==> src/design/lobm_pkg.sv <==
// ----------------------------------------------------------------------------
// lobm_pkg
// Types and codes shared by the order book matcher modules.
// ----------------------------------------------------------------------------
`default_nettype none

package lobm_pkg;

  // input item as seen on the port
  typedef struct packed {
    logic        kind;
    logic        side;
    logic [31:0] price;
    logic [31:0] quantity;
    logic [31:0] order_id;
  } order_t;

  // result item as seen on the port
  typedef struct packed {
    logic [2:0]  result_kind;
    logic [31:0] buyer_id;
    logic [31:0] seller_id;
    logic [31:0] trade_price;
    logic [31:0] trade_quantity;
    logic [31:0] rested_quantity;
    logic [31:0] best_bid;
    logic        bid_valid;
    logic [31:0] best_ask;
    logic        ask_valid;
    logic        last;
  } result_t;

  // input kind codes
  localparam logic KIND_ADD    = 1'b0;
  localparam logic KIND_CANCEL = 1'b1;

  // side codes
  localparam logic SIDE_BUY  = 1'b0;
  localparam logic SIDE_SELL = 1'b1;

  // classified command codes
  localparam logic [1:0] OP_ADD    = 2'd0;
  localparam logic [1:0] OP_CANCEL = 2'd1;
  localparam logic [1:0] OP_REJECT = 2'd2;

  // result kind codes
  localparam logic [2:0] RK_TRADE     = 3'd0;
  localparam logic [2:0] RK_ADD_DONE  = 3'd1;
  localparam logic [2:0] RK_REJECTED  = 3'd2;
  localparam logic [2:0] RK_DROPPED   = 3'd3;
  localparam logic [2:0] RK_CANCELLED = 3'd4;
  localparam logic [2:0] RK_NOT_FOUND = 3'd5;

  // classified command between front and back
  typedef struct packed {
    logic [1:0]  op;
    logic        side;
    logic [31:0] price;
    logic [31:0] quantity;
    logic [31:0] order_id;
  } cmd_t;

  // one resting order slot
  typedef struct packed {
    logic        side;
    logic [31:0] order_id;
    logic [31:0] price;
    logic [31:0] quantity;
    logic [31:0] stamp;
  } slot_t;

endpackage

`default_nettype wire

==> src/design/lobm_outq.sv <==
// ----------------------------------------------------------------------------
// lobm_outq
// Two entry result queue that parts the matching engine from the receiver.
// ----------------------------------------------------------------------------
`default_nettype none

module lobm_outq (
  input  wire logic              clk,
  input  wire logic              rst,
  input  wire logic              res_push,
  input  wire lobm_pkg::result_t res,
  output logic                   res_full,
  output logic                   empty,
  output lobm_pkg::result_t      result,
  input  wire logic              pop
);

  lobm_pkg::result_t entry [2];
  logic              wp;
  logic              rp;
  logic [1:0]        cnt;
  logic              do_push;
  logic              do_pop;

  assign res_full = (cnt == 2'd2);
  assign empty    = (cnt == 2'd0);
  assign result   = entry[rp];
  assign do_push  = res_push && !res_full;
  assign do_pop   = pop && !empty;

  // queue storage
  always_ff @(posedge clk) begin
    if (do_push) begin
      entry[wp] <= res;
    end
  end

  // queue pointers
  always_ff @(posedge clk) begin
    if (rst) begin
      wp  <= 1'b0;
      rp  <= 1'b0;
      cnt <= 2'd0;
    end else begin
      if (do_push) wp <= ~wp;
      if (do_pop) rp <= ~rp;
      cnt <= cnt + 2'(do_push) - 2'(do_pop);
    end
  end

endmodule

`default_nettype wire

==> config.mk <==
export PLATFORM = sky130hd
export DESIGN_NAME = lobm_outq
export DESIGN_NICKNAME = d
export VERILOG_FILES = /design/src/design/lobm_pkg.sv /design/src/design/lobm_outq.sv
export SDC_FILE = /design/constraint.sdc
export NUM_CORES = 1
export LEC_CHECK = 0
export ABC_CLOCK_PERIOD_IN_PS = 12050
export BUFFER_PORTS_ARGS = -buffer_cell sky130_fd_sc_hd__buf_2
export CORE_MARGIN = 2
export CORE_UTILIZATION = 36
export CTS_CLUSTER_DIAMETER = 100
export DETAILED_ROUTE_END_ITERATION = 12
export RECOVER_POWER = 100
export REMOVE_ABC_BUFFERS = 1
export SLEW_MARGIN = 10
export SYNTH_ARGS = -nofsm -noshare
export SYNTH_HDL_FRONTEND = slang
export SYNTH_SLANG_ARGS = --single-unit
==> constraint.sdc <==
create_clock -name clk -period 12.05 [get_ports clk]
set_input_delay 1.8075 -clock clk [delete_from_list [all_inputs] [get_ports clk]]
set_output_delay 1.8075 -clock clk [all_outputs]
set_load 0.02 [all_outputs]
==> results_dict.tcl <==
set metrics [dict create \
    p_sw_mw 1.49 \
    post-dp-hpwl_um 23900 \
    leakage_nw 7.52 \
    first_iter_violations 422 \
    hold_buffers 0 \
    syn_to_final_growth_pct 18.9 \
    fp.dieH_um 227 \
    die_area_um2 51400 \
    r2r_slack_ns 6.13 \
    gp_congestion 0.712 \
    synth-xor-area-share_pct 0.0981 \
    cts_tree "built" \
    post_drt_via_cell_ratio 4.43 \
    power_density_nw_per_um2 228 \
    ys_seq_area_share_pct 77.9 \
    finalSetupViolCount 0 \
    endpoint_kind "flop" \
    vias 8619 \
    grt_pass1_vias 8952 \
    maxCapViolCount 5 \
    total_power_mw 4.85 \
    synth_async_sr_flop_share_pct 0 \
    crit_path_max_fanout 75 \
    rows 81 \
    wl_um 36600 \
    rsz0062_at_grt "false" \
    timing.rr.start "cnt[0]" \
    die_x_um 227 \
    post_drt_wl_per_cell_um 18.8 \
    synth_fa_ha_area_share_pct 0.140 \
    clkSlewWorstSetupHoldPaths_ns 0.06 \
    ir_drop_uv 182 \
    cts_setup_buffers 0 \
    initial_core_util_pct 36.5 \
    ys_top_cells_by_area "edfxtp_1, mux2_4, buf_12" \
    antenna_found_initial 4 \
    syn-mean-instance-area_um2 24.0 \
    ctsResizeCount 0 \
    start_kind "input port" \
    yosysTopAreaCell "edfxtp_1" \
    violations "capacitance limit, slew limit" \
    synth_compound_area_share_pct 0.0981 \
    fmax_ghz 0.148 \
    synth_top_family_by_area "multiplexers" \
    grt_max_degree 117 \
    drv_slew 307 \
    ys_seq_elements 465 \
    first_pass_iters 4 \
    critical_path_class "in -> reg" \
    yosys.cell_types.count 22 \
    final_layout_size_suffix_gt1_share_pct 32.9 \
    synth_warnings 0 \
    place_area_um2 20600 \
    cts_buffers 49 \
    clockBufferDepth 3 \
    synthMuxAreaShare_pct 18.7 \
    p_sw_share_pct 30.8 \
    ant_nets 0 \
    status "finished, violations left" \
    p_clk_share_pct 29.5 \
    route.detailed.drc 0 \
    netlist_instances 743 \
    fp.coreArea_um2 49000 \
    tightest_slew_ns 4.09 \
    hold_viol 0 \
    htreeDepth 2 \
    yosysTopAreaCellShare_pct 77.4 \
    synthFlopType "edfxtp_1" \
    slew_headroom_pct -174 \
    stdcell_area_um2 21200 \
    min_from "wp" \
    crit_start "res_push" \
    layoutNonFillerInstCount 1946 \
    clkLatencyLatePin_ns 0.56 \
    grt_first_pass_wirelength_um 52200 \
    cts-root-buf "clkbuf_16" \
    port_buffers 465 \
    power_frac_comb_pct 26.1 \
    cts_sinks 465 \
    io_pins 466 \
    fin_worst_skew_ns 0.0168 \
    seqPwrFrac_pct 44.4 \
    fill_cells 4550 \
    gr-total-overflow 0 \
    synth_edf_count 460 \
    fin_crit_sh_pct 56.1 \
    worst_ep_required_time_ns 12.22 \
    intPower_mw 3.36 \
    fin_nets 1476 \
    hold_class "reg -> reg" \
    yosys.area_share.simple_pct 0.322 \
    placedCellCount 1853 \
    utilization_pct 43.4 \
    setup-tns-final_ns 0 \
    grt_usage_pct 13.5 \
    synthesis.area_um2 17900 \
    period_minus_slack_ns 6.76 \
    cp_data_arrival_time_ns 6.93 \
]
## area by class of cell
type	instances	area, um^2	share of cell area, %
clock buffer	68	1360	6.41
sequential	465	13900	65.5
inverter	4	16.3	0.0766
clock inverter	20	175	0.825
antenna	5	12.5	0.0589
multi-input combinational	248	2720	12.8
tap	664	831	3.91
timing repair buffer	472	2200	10.4
## through the flow
stage	hold slack, ns	setup slack (ns)
2_1_floorplan	0.452	1.07
3_3_place_gp	0.473	7.33
3_5_place_dp	0.494	7.34
4_1_cts	0.504	6.92
5_1_grt	0.542	4.66
6_report	0.496	5.29
## cell usage after synthesis, drive strengths merged (2+ instances only)
| cell | count |
|---|---|
| buf | 26 |
| dfxtp | 5 |
| mux2 | 230 |
| nor2 | 4 |
| ha | 2 |
| inv | 4 |
| edfxtp | 460 |
## worst max-delay path, cell delays in order
cell and delay, ns:
clkbuf_1 0.13, and3_1 1.55, clkbuf_1 2.27, buf_4 1.12
## layer usage
layer / global-route usage, % / vias up / share of wire [%]
met2: 22.4 / 304 / 49
met1: 15.8 / 4280 / 39
li1: - / 3965 / -
met3: 5.25 / 68 / 9.4
met4: 4.75 / 2 / 2.6
met5: 0 / - / 0.035
## registers in the layout (all words and copies together), names as in the netlist, named ones only
signal,count
entry,460
cnt,2
rp,1
wp,1
## kinds of logic after synthesis
kind of cell,Yosys count
AND/OR/NAND/NOR,11
buffers and inverters,30
multiplexers,230
XOR/XNOR,2
adder cells (fa/ha/maj),2
flip-flops,465
AO/OA/AOI/OAI,3
## cell usage in the layout, fill, tap and decap left out
master      Yosys  layout
edfxtp_1      460     460
buf_2           3     317
mux2_1          0     199
clkbuf_1        0     164
clkbuf_16       0      51
mux2_2         30      27
clkinv_1        0       8
clkinv_2        0       6
diode_2         0       5
dfxtp_1         5       5
mux2_4        200       4
nor2_1          4       4
buf_4           0       4
inv_1           4       3
bufinv_16       0       3
ha_1            2       2
clkbuf_8        0       2
o21a_1          1       1
nand2b_2        1       1
nand2_1         1       1
and3_1          1       1
or3_1           1       1
clkinvlp_2      0       1
nor2b_1         1       1
xnor2_1         1       1
o21ai_0         1       1
a21oi_1         1       1
xor2_1          1       1
and2_0          0       1
nor3_1          1       1
clkinv_4        0       1
clkinvlp_4      0       1
inv_6           0       1
buf_1           0       1
buf_12         22       1
## path summary, 6_finish.rpt
check,cells past startpoint,to
max,4,entry[1][89]
min,2,wp
max reg2reg,5,entry[0][113]
min reg2reg,2,wp
## power groups by stage
stage	Combinational, mW	Sequential (mW)	Clock [mW]
3_3_place_gp	1.55	2.18	0
3_5_place_dp	1.55	2.19	0
2_1_floorplan	1.26	2.31	0
4_1_cts	1.55	2.16	1.48
5_1_grt	1.36	2.18	1.54
6_report	1.26	2.15	1.43
(Power assumes the default switching activity.)
