`src/design/lobm_pkg.sv`:
```
// ----------------------------------------------------------------------------
// lobm_pkg
// Types and codes shared by the order book matcher modules.
// ----------------------------------------------------------------------------
`default_nettype none

package lobm_pkg;

  // input item as seen on the port
  typedef struct packed {
    logic        kind;
    logic        side;
    logic [31:0] price;
    logic [31:0] quantity;
    logic [31:0] order_id;
  } order_t;

  // result item as seen on the port
  typedef struct packed {
    logic [2:0]  result_kind;
    logic [31:0] buyer_id;
    logic [31:0] seller_id;
    logic [31:0] trade_price;
    logic [31:0] trade_quantity;
    logic [31:0] rested_quantity;
    logic [31:0] best_bid;
    logic        bid_valid;
    logic [31:0] best_ask;
    logic        ask_valid;
    logic        last;
  } result_t;

  // input kind codes
  localparam logic KIND_ADD    = 1'b0;
  localparam logic KIND_CANCEL = 1'b1;

  // side codes
  localparam logic SIDE_BUY  = 1'b0;
  localparam logic SIDE_SELL = 1'b1;

  // classified command codes
  localparam logic [1:0] OP_ADD    = 2'd0;
  localparam logic [1:0] OP_CANCEL = 2'd1;
  localparam logic [1:0] OP_REJECT = 2'd2;

  // result kind codes
  localparam logic [2:0] RK_TRADE     = 3'd0;
  localparam logic [2:0] RK_ADD_DONE  = 3'd1;
  localparam logic [2:0] RK_REJECTED  = 3'd2;
  localparam logic [2:0] RK_DROPPED   = 3'd3;
  localparam logic [2:0] RK_CANCELLED = 3'd4;
  localparam logic [2:0] RK_NOT_FOUND = 3'd5;

  // classified command between front and back
  typedef struct packed {
    logic [1:0]  op;
    logic        side;
    logic [31:0] price;
    logic [31:0] quantity;
    logic [31:0] order_id;
  } cmd_t;

  // one resting order slot
  typedef struct packed {
    logic        side;
    logic [31:0] order_id;
    logic [31:0] price;
    logic [31:0] quantity;
    logic [31:0] stamp;
  } slot_t;

endpackage

`default_nettype wire

```
`src/design/lobm_front.sv`:
```
// ----------------------------------------------------------------------------
// lobm_front
// Accepts input items, classifies them and holds them in a two entry queue.
// ----------------------------------------------------------------------------
`default_nettype none

module lobm_front (
  input  wire logic            clk,
  input  wire logic            rst,
  input  wire logic            push,
  input  wire lobm_pkg::order_t order,
  output logic                 full,
  output logic                 cmd_valid,
  output lobm_pkg::cmd_t       cmd,
  input  wire logic            cmd_pop
);

  lobm_pkg::cmd_t entry [2];
  logic           wp;
  logic           rp;
  logic [1:0]     cnt;
  lobm_pkg::cmd_t cls;
  logic           do_push;
  logic           do_pop;

  // classify the incoming item
  always_comb begin
    cls.side     = order.side;
    cls.price    = order.price;
    cls.quantity = order.quantity;
    cls.order_id = order.order_id;
    if (order.kind == lobm_pkg::KIND_CANCEL) begin
      cls.op = lobm_pkg::OP_CANCEL;
    end else if (order.price == 32'd0 || order.quantity == 32'd0) begin
      cls.op = lobm_pkg::OP_REJECT;
    end else begin
      cls.op = lobm_pkg::OP_ADD;
    end
  end

  assign full      = (cnt == 2'd2);
  assign cmd_valid = (cnt != 2'd0);
  assign cmd       = entry[rp];
  assign do_push   = push && !full;
  assign do_pop    = cmd_pop && cmd_valid;

  // queue storage
  always_ff @(posedge clk) begin
    if (do_push) begin
      entry[wp] <= cls;
    end
  end

  // queue pointers
  always_ff @(posedge clk) begin
    if (rst) begin
      wp  <= 1'b0;
      rp  <= 1'b0;
      cnt <= 2'd0;
    end else begin
      if (do_push) wp <= ~wp;
      if (do_pop) rp <= ~rp;
      cnt <= cnt + 2'(do_push) - 2'(do_pop);
    end
  end

endmodule

`default_nettype wire

```
`config.mk`:
```
export PLATFORM = sky130hd
export DESIGN_NAME = lobm_front
export DESIGN_NICKNAME = d
export VERILOG_FILES = /design/src/design/lobm_pkg.sv /design/src/design/lobm_front.sv
export SDC_FILE = /design/constraint.sdc
export NUM_CORES = 1
export LEC_CHECK = 0
export BUFFER_PORTS_ARGS = -buffer_cell sky130_fd_sc_hd__buf_2
export CAP_MARGIN = 40
export CORE_MARGIN = 1
export CORE_UTILIZATION = 45
export CTS_CLUSTER_SIZE = 20
export DETAILED_ROUTE_END_ITERATION = 16
export PLACE_DENSITY = 0.73
export SLEW_MARGIN = 20
export SYNTH_ARGS = -nofsm -noshare
export SYNTH_HDL_FRONTEND = slang
export SYNTH_SLANG_ARGS = --single-unit
export TNS_END_PERCENT = 20
```
`constraint.sdc`:
```
create_clock -name clk -period 5 [get_ports clk]
set_input_delay 0.25 -clock clk [delete_from_list [all_inputs] [get_ports clk]]
set_output_delay 0.25 -clock clk [all_outputs]
set_load 0.01 [all_outputs]
```
==> impl_metrics.toml, run 1 <==
[clocking]
cts_root_buf = "clkbuf_16"
cts_made_buffers = 21
clkLatencyLatePin_ps = 490
clkTransAtPathRegs_ps = 70
postCtsSetupRepairBufs = 0
cts_hold_buffers = 99
cts_tree = "done"
cts.sinks = 203
cts_buffer_depth = 3
ctsResizeCount = 0
htreeDepth = 1

[power]
cellLeakagePower_nw = 4.00
p_clk_frac = 0.326
p_int_mw = 3.79
p_seq_frac = 0.441
ir_worst_vdd_uv = 269
power_density_mw_per_mm2 = 482
switching_share = 0.257
p_sw_mw = 1.31
power_frac_comb = 0.234
power_mw = 5.10

[route]
drt_iter0_markers = 173
routed_via_density = 4.95
ant_nets = 0
drc = 0
wl_met1_um = 6370
wl_met2_um = 8380
vias = 4468
dr.max_layer_used = "met4"
finalWirelength_um = 16200
drt_pre_antenna_iters = 4
wl_per_cell_um = 17.9
wl_met3_um = 1090

[critical_path]
cp-end-kind = "primary output"
cp_max_fo = 38
crit_type = "flop to primary output"
crit_slowest_cell = "dfxtp_4"
arrival_ps = 2480
critical_path.max_stage_delay_ps = 610
worstPathRequired_ps = 4750
crit_chain = "buf_12 -> buf_4 -> mux2_2 -> buf_2"
start_kind = "flop"

[synthesis]
synth_cells = 354
async_flop_share = 0
ys_top_cells_by_area = "edfxtp_1, mux2_2, mux2_4, dfxtp_1, nor4_1"
synth_nets = 458
synth_cell_types = 20
yosysTopAreaCell = "edfxtp_1"
synth_edf_count = 198
post-synth-top-count-cell = "edfxtp_1"
yosys_warnings = 0
synth_top_area_frac = 0.789
synth.cell_area_mm2 = 0.00753
synth_seq_cells = 203
syn_area_per_cell_um2 = 21.3
synthTopCellsByCount = "edfxtp_1, mux2_2, nor4_1"
synth_ff_type = "edfxtp_1"
ys_seq_area_frac = 0.803

[status]
run_status = "finished, final reports clean"

[global_routing]
grtUsageTotal = 0.184
antenna_found_initial = 0
grt_max_degree = 67
grt_pass1_wl_um = 24800
grt_pass1_vias = 4929
grt_overflow = 0

[sta]
rsz0062_at_grt = "false"
period_share = 0.546
setup_violations = 0
skew_ps = 25.4
drv_slew = 0
tightestPinTransition_ps = 561
hold_viol = 0
finalCriticalPeriod_ps = 2730
fmax_mhz = 366
final.setup.tns_ps = 0
slew-limit-headroom = 0.625

[placed_design]
port-buffer-count = 202
hpwlAfterDp_um = 9730
gp_congestion = 0.758
place_area_mm2 = 0.00885

[die]
boundaryPins = 203
die_h_um = 131
core_mm2 = 0.0161
fp.dieW_um = 131
die_area_mm2 = 0.0173
start_util = 0.467
num_rows = 46

[final_layout]
fill_cells = 1123
synthToLayoutAreaGrowth_pct = 40.7
nNetsFinal = 777
fin_util = 0.658
antenna_cells = 0
final_area_mm2 = 0.0106
drive_above_1_share = 0.499

[run]
maxCapViolCount = 0

[hold_path]
min_path_type = "input port to flop"
[cell usage in the layout, fill, tap and decap left out, drive strengths merged]
cell         count
and2             1
and3             1
buf            208
bufinv           5
clkbuf          25
clkinv           6
clkinvlp         1
dfxtp            5
dlygate4sd3     99
edfxtp         198
ha               2
inv              2
mux2            99
nand2            1
nand2b           1
nand4            4
nor2             6
nor2b            1
nor4            16
o22a             1
or2              1
xnor2            2
xor2             2
[critical path: cells and delay by family, from the launching register on]
family / cells / cell delay, ps
DFF: 1 / 610
muxes: 1 / 410
buffers and inverters: 3 / 910
[worst paths after layout]
kind	start	end	slack, ps	cells after the start
min reg2reg	rp	rp	530	2
min	cmd_pop	rp	150	4
max reg2reg	cnt[0]	entry[0][79]	2840	5
max	flop	cmd[84]	2270	4
[flip-flops by register name, indices dropped and copies added (netlist names), named ones only]
name / count
cnt: 2
entry: 198
rp: 1
wp: 1
[metal layers]
metal | track usage | up-vias
met5 | 0 | -
met4 | 0.0562 | 0
met3 | 0.0428 | 31
met2 | 0.340 | 179
met1 | 0.209 | 2195
li1 | - | 2063
[stage by stage]
step                      setup slack [ps]  hold slack, ps  std cells
after floorplan                       1430             322        354
after global placement                2670             438        764
after detailed placement              2610             443        766
after CTS                             2090             148        902
after global routing                  2150             180        903
final                                 2270             154        903
[power groups by stage]
stage,sequential [mW],clock [mW],combinational (mW)
4_1_cts,2.29,1.70,1.15
5_1_grt,2.27,1.76,1.27
6_report,2.25,1.66,1.19
3_3_place_gp,2.31,0,1.04
2_1_floorplan,2.25,0,0.721
3_5_place_dp,2.32,0,1.09
[kinds of logic after synthesis]
family                   synth area share
buffers and inverters              0.0108
AO/OA/AOI/OAI                     0.00116
adder cells (fa/ha/maj)           0.00332
multiplexers                        0.153
flip-flops                          0.803
AND/OR/NAND/NOR                    0.0246
XOR/XNOR                          0.00465
[cell type report]
class	instances	area, µm²	area share
flip-flops and latches	203	6050	0.571
repair buffers	307	2110	0.199
multi-input cells	138	1420	0.134
clock buffers	25	551	0.0519
well taps	216	270	0.0255
clock inverters	12	189	0.0178
inverters	2	7.51	0.000708
(Power assumes the default switching activity.)
==> inputs of run 2 (changes only) <==
==> constraint.sdc (replaced) <==
create_clock -name clk -period 2.4 [get_ports clk]
set_input_delay 0.12 -clock clk [delete_from_list [all_inputs] [get_ports clk]]
set_output_delay 0.12 -clock clk [all_outputs]
set_load 0.01 [all_outputs]
==> run 2 against run 1 <==
  * Worst setup slack got worse by 2000 ps
  * Combinational power rose by 110%
  * Cell count did not move
  * Clock-buffer cell count rose by 4
  * Total power rose by 98%
  * Utilization fell by 0.75 points
  * Clock skew fell by 9.4 ps
  * Critical path depth fell by 1
  * Die area did not move
  * Critical path type unchanged
  * Critical endpoint is now cmd[5]
==> impl_metrics.toml, run 2 (synthesized netlist as in run 1, its figures left out) <==
[clocking]
cts_made_buffers = 21
cts_buffer_depth = 3
cts_tree = "done"
htreeDepth = 1
cts_root_buf = "clkbuf_16"
ctsResizeCount = 0
clkLatencyLatePin_ps = 490
cts.sinks = 203
clkTransAtPathRegs_ps = 60

[route]
finalWirelength_um = 16200
drc = 0
drt_pre_antenna_iters = 4
vias = 4458
wl_per_cell_um = 18.0
ant_nets = 0
routed_via_density = 4.94
drt_iter0_markers = 217

[die]
start_util = 0.467
num_rows = 46
core_mm2 = 0.0161
die_h_um = 131
boundaryPins = 203
fp.dieW_um = 131
die_area_mm2 = 0.0173

[global_routing]
grtUsageTotal = 0.187
grt_pass1_vias = 4799
grt_pass1_wl_um = 25200
antenna_found_initial = 0
grt_overflow = 0
grt_max_degree = 100

[critical_path]
rrSetupSlack_ps = 600
worstPathRequired_ps = 2280
crit_type = "flop to primary output"
r2r_start = "cnt[1]"
cp_max_fo = 45
cp-end-kind = "primary output"
timing.rr.end = "cnt[1]"
crit_path_end = "cmd[5]"
arrival_ps = 1970
start_kind = "flop"
rr_worst_depth = 8

[placed_design]
port-buffer-count = 202
dpl_worst_slack_ps = 651
hpwlAfterDp_um = 9430
dpl.cell_count = 766
gp_congestion = 0.736

[sta]
drv_slew = 0
rsz0062_at_grt = "false"
slew-limit-headroom = 0.602
setup_violations = 0
finalCriticalPeriod_ps = 2090
fmax_mhz = 477
hold_viol = 0
tightestPinTransition_ps = 597
final.setup.tns_ps = 0
setup_slack_ps = 305
skew_ps = 16.0
period_share = 0.873

[final_layout]
reg_top3 = "entry (198), cnt (2)"
final_cell_mix = "buf_2, edfxtp_1, dlygate4sd3_1"
synthToLayoutAreaGrowth_pct = 39.1
drive_above_1_share = 0.495
largest_register_ffs = 198
final_common_cell = "buf_2"
fin_util = 0.650
regMostFlops = "entry"
finalNonFillerCells = 903
antenna_cells = 0
nNetsFinal = 776

[power]
power_density_mw_per_mm2 = 962
ir_worst_vdd_uv = 655
power_mw = 10.1
cellLeakagePower_nw = 3.93

[hold_path]
hp-start = "push"
min_path_type = "input port to flop"

[run]
maxCapViolCount = 0

[status]
run_status = "finished, final reports clean"
[run 2: cell types whose count changed in the layout (fill, tap and decap cells not counted), moves of 2 or more]
| cell | delta |
|---|---|
| clkinv_1 | +2 |
| buf_4 | -2 |
| clkbuf_1 | +4 |
| buf_16 | -2 |
| bufinv_16 | -5 |
| buf_12 | +3 |
[run 2: worst min path at each step]
stage	endpoint	cells past startpoint
floorplan	cnt[0]	1
global route	wp	4
global placement	entry[0][7]	1
CTS	wp	4
detailed placement	entry[1][26]	1
finish	wp	4
[run 2: repair_timing]
action | in CTS | in global routing
hold endpoints to repair | 203 | 0
setup buffers | 0 | 0
hold buffers | 99 | 0
[run 2: final cells by class]
class,count,area (µm²)
Sequential cell,203,6050
Fill cell,1133,5640
Timing Repair Buffer,306,2100
Multi-Input combinational cell,138,1430
Clock buffer,29,566
Tap cell,216,270
Clock inverter,9,46.3
Inverter,2,7.51
[run 2: routing by layer]
metal	GRT usage	wire length (µm)
met3	0.0417	968
met4	0.0614	346
met5	0	0
met2	0.344	8700
met1	0.216	6200
[run 2: power by group]
part           switching, mW  total, mW  internal [mW]  leakage [nW]
Combinational           1.28       2.50           1.23          1.74
Clock                   1.24       2.89           1.65         0.297
Sequential             0.188       4.69           4.50          1.89
Total                   2.70       10.1           7.38          3.93
[run 2: stage by stage]
stage / hold slack [ps] / area, µm²
6_report: 41.9 / 10500
3_3_place_gp: 308 / 8870
4_1_cts: 19.7 / 10500
3_5_place_dp: 312 / 8870
5_1_grt: 51.9 / 10500
2_1_floorplan: 184 / 7560
[run 2: critical path: stages (launching register included)]
cell     delay [ps]
dfxtp_4         610
buf_12          320
mux2_2          380
buf_2           150
